### config.mk
export PLATFORM = sky130hd
export DESIGN_NAME = multiset_intersect_count_table
export DESIGN_NICKNAME = d
export VERILOG_FILES = /design/src/hdl/mict_pkg.sv /design/src/hdl/mict_ctrl.sv /design/src/hdl/mict_dp.sv /design/src/hdl/multiset_intersect_count_table.sv
export SDC_FILE = /design/constraint.sdc
export NUM_CORES = 2
export LEC_CHECK = 0
export CAP_MARGIN = 40
export CORE_ASPECT_RATIO = 1.4
export CORE_UTILIZATION = 30
export DETAILED_ROUTE_END_ITERATION = 10
export DONT_BUFFER_PORTS = 1
export PLACE_DENSITY_LB_ADDON = 0.15
export SYNTH_ARGS = -nofsm -noshare
export SYNTH_HDL_FRONTEND = slang
export SYNTH_HIERARCHICAL = 1
export SYNTH_SLANG_ARGS = --single-unit
### constraint.sdc
create_clock -name clk -period 15.8 [get_ports clk]
set_input_delay 1.58 -clock clk [delete_from_list [all_inputs] [get_ports clk]]
set_output_delay 1.58 -clock clk [all_outputs]
set_load 0.02 [all_outputs]
### src/hdl/mict_pkg.sv
// Shared types and constants for the multiset intersection count table.
// Used by mict_ctrl, mict_dp and multiset_intersect_count_table.
package mict_pkg;

  localparam int TABLE_DEPTH = 64;
  localparam int COUNT_WIDTH = 16;
  localparam int VALUE_W     = 32;
  localparam int IDX_W       = $clog2(TABLE_DEPTH);
  localparam int USED_W      = $clog2(TABLE_DEPTH + 1);

  localparam logic [1:0] ACT_LOAD  = 2'd0;
  localparam logic [1:0] ACT_PROBE = 2'd1;
  localparam logic [1:0] ACT_CLEAR = 2'd2;

  localparam logic [1:0] STAT_OK   = 2'd0;
  localparam logic [1:0] STAT_FULL = 2'd1;
  localparam logic [1:0] STAT_SAT  = 2'd2;

  typedef enum logic [1:0] {
    ST_IDLE,
    ST_SEARCH,
    ST_OUT
  } state_t;

  typedef struct packed {
    logic accept;
    logic step;
    logic commit;
  } ctrl_cmd_t;

  typedef struct packed {
    logic done;
  } dp_stat_t;

endpackage

### src/hdl/mict_ctrl.sv
// Sequencer for the count table: accept, search, commit, deliver.
// Depends on mict_pkg; drives mict_dp through ctrl_cmd_t.
module mict_ctrl (
  input  logic                clk,
  input  logic                rst_n,
  input  logic                in_tvalid,
  output logic                in_tready,
  output logic                out_tvalid,
  input  logic                out_tready,
  input  mict_pkg::dp_stat_t  stat,
  output mict_pkg::ctrl_cmd_t cmd
);
  import mict_pkg::*;

  state_t state_r, state_nxt;

  always_ff @(posedge clk) begin
    if (!rst_n) begin
      state_r <= ST_IDLE;
    end else begin
      state_r <= state_nxt;
    end
  end

  always_comb begin
    state_nxt  = state_r;
    in_tready  = 1'b0;
    out_tvalid = 1'b0;
    cmd        = '0;
    unique case (state_r)
      ST_IDLE: begin
        in_tready  = 1'b1;
        cmd.accept = in_tvalid;
        if (in_tvalid) state_nxt = ST_SEARCH;
      end
      ST_SEARCH: begin
        cmd.step   = !stat.done;
        cmd.commit = stat.done;
        if (stat.done) state_nxt = ST_OUT;
      end
      ST_OUT: begin
        out_tvalid = 1'b1;
        if (out_tready) state_nxt = ST_IDLE;
      end
      default: state_nxt = ST_IDLE;
    endcase
  end

endmodule

### src/hdl/mict_dp.sv
// Datapath of the count table: key and count memories, scan pointer,
// compare stage, update logic and result registers. Depends on mict_pkg.
module mict_dp (
  input  logic                              clk,
  input  logic                              rst_n,
  input  mict_pkg::ctrl_cmd_t               cmd,
  output mict_pkg::dp_stat_t                stat,
  input  logic [1:0]                        in_action,
  input  logic [mict_pkg::VALUE_W-1:0]      in_value,
  output logic                              res_hit,
  output logic [mict_pkg::VALUE_W-1:0]      res_value,
  output logic [1:0]                        res_status
);
  import mict_pkg::*;

  logic [VALUE_W-1:0]     key_mem [TABLE_DEPTH];
  logic [COUNT_WIDTH-1:0] cnt_mem [TABLE_DEPTH];

  logic [1:0]             act_r;
  logic [VALUE_W-1:0]     key_r;
  logic [USED_W-1:0]      used_r, used_nxt;
  logic [USED_W-1:0]      idx_r;
  logic                   cmp_vld_r;
  logic [IDX_W-1:0]       cmp_idx_r;
  logic [VALUE_W-1:0]     key_q;
  logic [COUNT_WIDTH-1:0] cnt_q;
  logic                   hit_r, hit_nxt;
  logic [1:0]             status_r, status_nxt;

  logic                   is_srch, found, miss, rd_en;
  logic                   key_we, cnt_we;
  logic [IDX_W-1:0]       cnt_wa;
  logic [COUNT_WIDTH-1:0] cnt_wd;

  assign is_srch = (act_r == ACT_LOAD) || (act_r == ACT_PROBE);
  assign found   = cmp_vld_r && (key_q == key_r);
  assign miss    = !cmp_vld_r && (idx_r >= used_r);
  assign stat.done = !is_srch || found || miss;
  assign rd_en   = cmd.step && (idx_r < used_r);

  always_comb begin
    hit_nxt    = 1'b0;
    status_nxt = STAT_OK;
    used_nxt   = used_r;
    key_we     = 1'b0;
    cnt_we     = 1'b0;
    cnt_wa     = cmp_idx_r;
    cnt_wd     = cnt_q + COUNT_WIDTH'(1);
    unique case (act_r)
      ACT_CLEAR: used_nxt = '0;
      ACT_LOAD: begin
        if (found) begin
          if (cnt_q == {COUNT_WIDTH{1'b1}}) begin
            status_nxt = STAT_SAT;
          end else begin
            cnt_we = 1'b1;
          end
        end else if (used_r == USED_W'(TABLE_DEPTH)) begin
          status_nxt = STAT_FULL;
        end else begin
          key_we   = 1'b1;
          cnt_we   = 1'b1;
          cnt_wa   = used_r[IDX_W-1:0];
          cnt_wd   = COUNT_WIDTH'(1);
          used_nxt = used_r + USED_W'(1);
        end
      end
      ACT_PROBE: begin
        if (found && (cnt_q != '0)) begin
          hit_nxt = 1'b1;
          cnt_we  = 1'b1;
          cnt_wd  = cnt_q - COUNT_WIDTH'(1);
        end
      end
      default: ;
    endcase
  end

  always_ff @(posedge clk) begin
    if (cmd.commit && key_we) key_mem[used_r[IDX_W-1:0]] <= key_r;
    if (rd_en) key_q <= key_mem[idx_r[IDX_W-1:0]];
  end

  always_ff @(posedge clk) begin
    if (cmd.commit && cnt_we) cnt_mem[cnt_wa] <= cnt_wd;
    if (rd_en) cnt_q <= cnt_mem[idx_r[IDX_W-1:0]];
  end

  always_ff @(posedge clk) begin
    if (!rst_n) begin
      used_r    <= '0;
      idx_r     <= '0;
      cmp_vld_r <= 1'b0;
    end else begin
      if (cmd.accept) begin
        idx_r     <= '0;
        cmp_vld_r <= 1'b0;
      end else if (cmd.step) begin
        cmp_vld_r <= rd_en;
        if (rd_en) idx_r <= idx_r + USED_W'(1);
      end
      if (cmd.commit) used_r <= used_nxt;
    end
  end

  always_ff @(posedge clk) begin
    if (cmd.accept) begin
      act_r <= in_action;
      key_r <= in_value;
    end
    if (cmd.step && rd_en) cmp_idx_r <= idx_r[IDX_W-1:0];
    if (cmd.commit) begin
      hit_r    <= hit_nxt;
      status_r <= status_nxt;
    end
  end

  assign res_hit    = hit_r;
  assign res_value  = key_r;
  assign res_status = status_r;

endmodule

### src/hdl/multiset_intersect_count_table.sv
// Top level of the multiset intersection count table.
// Depends on mict_pkg, mict_ctrl and mict_dp.
// Usage:
//   Input words carry an action in in_tuser and a 32-bit element in
//   in_tdata. Load adds the element of the first multiset to the table,
//   probe consumes one matching count of the second multiset and reports
//   a hit, clear empties the table. Every input word gives one output word
//   with the echoed element in out_tdata and hit and status in out_tuser.
// Timing:
//   One word is in flight at a time. A search ends on a hit or when
//   every stored entry has been scanned; an empty table needs no scan.
//   The scan reads one key per cycle and compares it in the cycle after,
//   so a full table of 64 entries sets the worst case. Clear and unused
//   actions skip the scan.
// Reset and stalls:
//   Synchronous reset empties the table and returns to idle. While the
//   output word waits for out_tready, in_tready stays low and the result
//   holds.
module multiset_intersect_count_table (
  input  logic        clk,
  input  logic        rst_n,
  input  logic        in_tvalid,
  output logic        in_tready,
  input  logic [31:0] in_tdata,   // [31:0] value
  input  logic [1:0]  in_tuser,   // [1:0] action
  output logic        out_tvalid,
  input  logic        out_tready,
  output logic [31:0] out_tdata,  // [31:0] value_out
  output logic [2:0]  out_tuser   // [0] hit, [2:1] status
);
  import mict_pkg::*;

  ctrl_cmd_t cmd;
  dp_stat_t  stat;
  logic      res_hit;
  logic [1:0] res_status;

  mict_ctrl u_ctrl (
    .clk        (clk),
    .rst_n      (rst_n),
    .in_tvalid  (in_tvalid),
    .in_tready  (in_tready),
    .out_tvalid (out_tvalid),
    .out_tready (out_tready),
    .stat       (stat),
    .cmd        (cmd)
  );

  mict_dp u_dp (
    .clk        (clk),
    .rst_n      (rst_n),
    .cmd        (cmd),
    .stat       (stat),
    .in_action  (in_tuser),
    .in_value   (in_tdata),
    .res_hit    (res_hit),
    .res_value  (out_tdata),
    .res_status (res_status)
  );

  assign out_tuser = {res_status, res_hit};

  a_no_accept_while_pending: assert property (@(posedge clk) disable iff (!rst_n)
    out_tvalid |-> !in_tready)
    else $error("input accepted while a result is pending");

  a_no_result_after_accept: assert property (@(posedge clk) disable iff (!rst_n)
    (in_tvalid && in_tready) |=> !out_tvalid)
    else $error("result presented before the search ran");

  a_hit_has_ok_status: assert property (@(posedge clk) disable iff (!rst_n)
    (out_tvalid && out_tuser[0]) |-> (out_tuser[2:1] == STAT_OK))
    else $error("hit reported with an error status");

  a_step_commit_exclusive: assert property (@(posedge clk) disable iff (!rst_n)
    !(cmd.step && cmd.commit) && !(cmd.accept && (cmd.step || cmd.commit)))
    else $error("controller issued conflicting commands");

endmodule
==> results.md <==
- Status: completed
- Vias: about 54,000
- Total power: between 0.015 and 0.02 W
- RePlAce Congestion: roughly 0.8
- Num CTS Buffers: roughly 340
- Hold Buf Count CTS: 0
- Synth area leaders: edfxtp_1, mux4_2, nor2_1
- Post-Synthesis Cells: slightly below 5,000
- Grt ovf: 0
- Fillers: 36,845
- Most frequent cells in the layout: edfxtp_1, mux4_2, clkbuf_16, buf_4, clkbuf_1
- First-pass GRT wire length: between 400,000 and 500,000 um
- Crit-path max FO: 65
- RSZ-0062 raised after global routing: no
- Unique masters post-synth: 58
- Clock latency at the later pin of the worst-skew pair: about 0.94 ns
- Avg Vias per Cell: 4.99
- Worst setup EP type: register
- Post-Syn Nets: 4,977
- Lkg Pwr: 41.7 nW
- Synth Cell Area: 0.122 mm^2
- Drt drc: 0
- Share of layout cells above drive strength 1: about a third
- Root Driver: clkbuf_16
- CP required: roughly 16 ns
- IO buf count: 0
- Crit path kind: register to register
- TNS Setup: 0 ns
- Share of the synthesized area in the top cell type: between 70% and 80%
- Gates resized, CTS repair: 0
- Total Nets Final: around 5,400
- Vias in the first global route: between 50,000 and 60,000
- Drt pass-1 iters: 7
- Worst Tran Pin Value: 1.03 ns
- Most common cell after layout, fill and taps aside: edfxtp_1
- Synth Warn #: 6
- Site row count: roughly 280
- Post-synth EDFFs: around 3,200
- Period utilization: between 30% and 40%
- Max-Slew Margin vs Limit: 31.2%
- Hold Path Class: register to register
- Die Y: between 700 and 800 um
- Ys async rst share: 0%
- Core box area: 0.404 mm^2
- Peak VDD IR: ~77 uV
- 1st-iter DRT viols: about 4,900
- Hold violation count in the final report: 0
- Die width: 541 um
- Largest net degree at the start of global routing: 134
- CTS tree: yes
- Util after Layout: 35.3%
- Max clock buf depth: 4
- Post-CTS setup buffer count: 0
- Boundary Pins: 75
- Final setup vio count: 0
- CTS sink cnt: roughly 3,200
- Layout area overhead: 17.1%
- Max Cap Viol: 0
- Area leader, netlist: edfxtp_1
- Routed length per instance: approximately 33 um
- Sequential share of the synthesized area: roughly four fifths
- Clock skew: between 0.06 and 0.07 ns
- Die area: 0.409 mm^2
- GRT Total Usage: between 10% and 20%
- Max Slew Vio Count: 0
- H-tree Lvls: 5
- Tmin final: a little over 6 ns
- Synth Area per Inst: approximately 25 um^2
- Highest Clock Rate: 161 MHz
- Top FF cell, synth: edfxtp_1
- Register area: 0.0953 mm^2
- Synth Register Bits: ~3,200
- ANT nets after route: 0
- Dpl hpwl: roughly 220,000 um
- Critical path startpoint category: register
- Final wirelength: approximately 360,000 um
- Area of the multi-input gates: approximately 0.026 mm^2
- Initial core utilization: between 30% and 40%
- Arrival @ worst endpoint: 6.75 ns
- Clock-pin slew on the worst setup and hold paths: 0.06 ns
- Initial antenna violation count: 47
- PwrDens: between 100 and 150 mW/mm^2
## path summary, 6_finish.rpt
check,from,endpoint,slack (ns),cells after the start
worst max-delay path,u_dp/res_value[26],u_dp/cnt_mem[26][3],9.59,15
worst min-delay path,u_ctrl/state_r[0],u_ctrl/state_r[0],0.53,2
worst min register to register,u_ctrl/state_r[0],u_ctrl/state_r[0],0.53,2
worst max register to register,u_dp/res_value[26],u_dp/cnt_mem[26][3],9.59,15
## flip-flops by register name (all words and copies together), names as in the netlist
register and cells:
u_dp/cnt_mem 1024, u_dp/idx_r 7, u_dp/res_hit 1, u_dp/cmp_vld_r 1, u_dp/used_r 7, u_dp/key_mem 2048, u_ctrl/state_r 2, u_dp/act_r 2
u_dp/cnt_q 16, u_dp/res_status 2, u_dp/res_value 32, u_dp/key_q 32, u_dp/cmp_idx_r 6
## logic make-up after synthesis
kind of cell	count (synthesis)	synth area share [%]
adder cells (fa/ha/maj)	13	0.134
AO/OA/AOI/OAI	74	0.414
multiplexers	1013	18.7
XOR/XNOR	49	0.352
buffers and inverters	270	0.907
flip-flops	3180	78.3
AND/OR/NAND/NOR	327	1.26
## worst max-delay path, cell delays in order (launching register included)
cell and delay (ns):
edfxtp_1 0.46, buf_4 0.63, xor2_1 0.25, nor4b_1 0.41, nand4_1 0.21, nor3_2 0.47, buf_4 0.26, nor2_1 0.05
o21ai_0 0.13, and3b_1 0.54, nor2b_1 0.33, nand2_1 0.11, mux2i_1 0.64, o21ai_2 0.29, buf_4 0.30, nor2_2 0.66
## area by class of cell
cell class                 count  share of cell area [%]
tap                         5282                    4.63
multi-input combinational   1476                    18.4
sequential                  3180                    66.9
antenna                       28                  0.0491
clock buffer                 423                    6.29
inverter                      19                  0.0500
timing repair buffer         303                    2.45
clock inverter               186                    1.25
## cells in the mapped netlist (3+ instances only)
| master | number |
|---|---|
| nand2b_1 | 8 |
| nor4b_1 | 3 |
| nor2_1 | 168 |
| nand2_1 | 37 |
| a31oi_1 | 7 |
| inv_1 | 18 |
| nand4_1 | 19 |
| mux2i_1 | 5 |
| o41a_1 | 4 |
| edfxtp_1 | 3163 |
| xnor2_1 | 14 |
| o31a_1 | 5 |
| mux4_2 | 1008 |
| xor2_1 | 35 |
| a311oi_1 | 5 |
| o21ai_1 | 8 |
| a21oi_1 | 14 |
| nor3b_1 | 3 |
| nor2b_1 | 6 |
| o21ai_0 | 11 |
| nor4_1 | 16 |
| clkbuf_1 | 143 |
| ha_1 | 13 |
| or3_1 | 10 |
| buf_2 | 64 |
| dfxtp_1 | 17 |
| buf_1 | 42 |
| nor3_1 | 11 |
| o22ai_1 | 4 |
| nand3_1 | 21 |
| and3_1 | 11 |
## routing by layer
layer	vias up	track usage [%]	wire length, um
met2	1232	31.8	192000
li1	22258	-	-
met1	30482	21.2	139000
met4	4	4.87	10200
met5	-	0	25
met3	419	2.16	13700
## stage by stage
stage	setup WS (ns)	instance area, um^2	hold WS, ns	instances
2_1_floorplan	9.40	122000	0.431	4926
3_3_place_gp	9.28	130000	0.533	10155
3_5_place_dp	9.61	132000	0.532	10259
4_1_cts	9.55	143000	0.538	10868
5_1_grt	9.28	143000	0.598	10884
6_report	9.59	143000	0.532	10897
## power breakdown
part / total (W) / internal (W) / switching (W)
Clock: 0.00782 / 0.00450 / 0.00332
Combinational: 0.000239 / 0.0000360 / 0.000203
Sequential: 0.00929 / 0.00928 / 0.0000140
No activity file was read; power rests on OpenSTA's default activity.
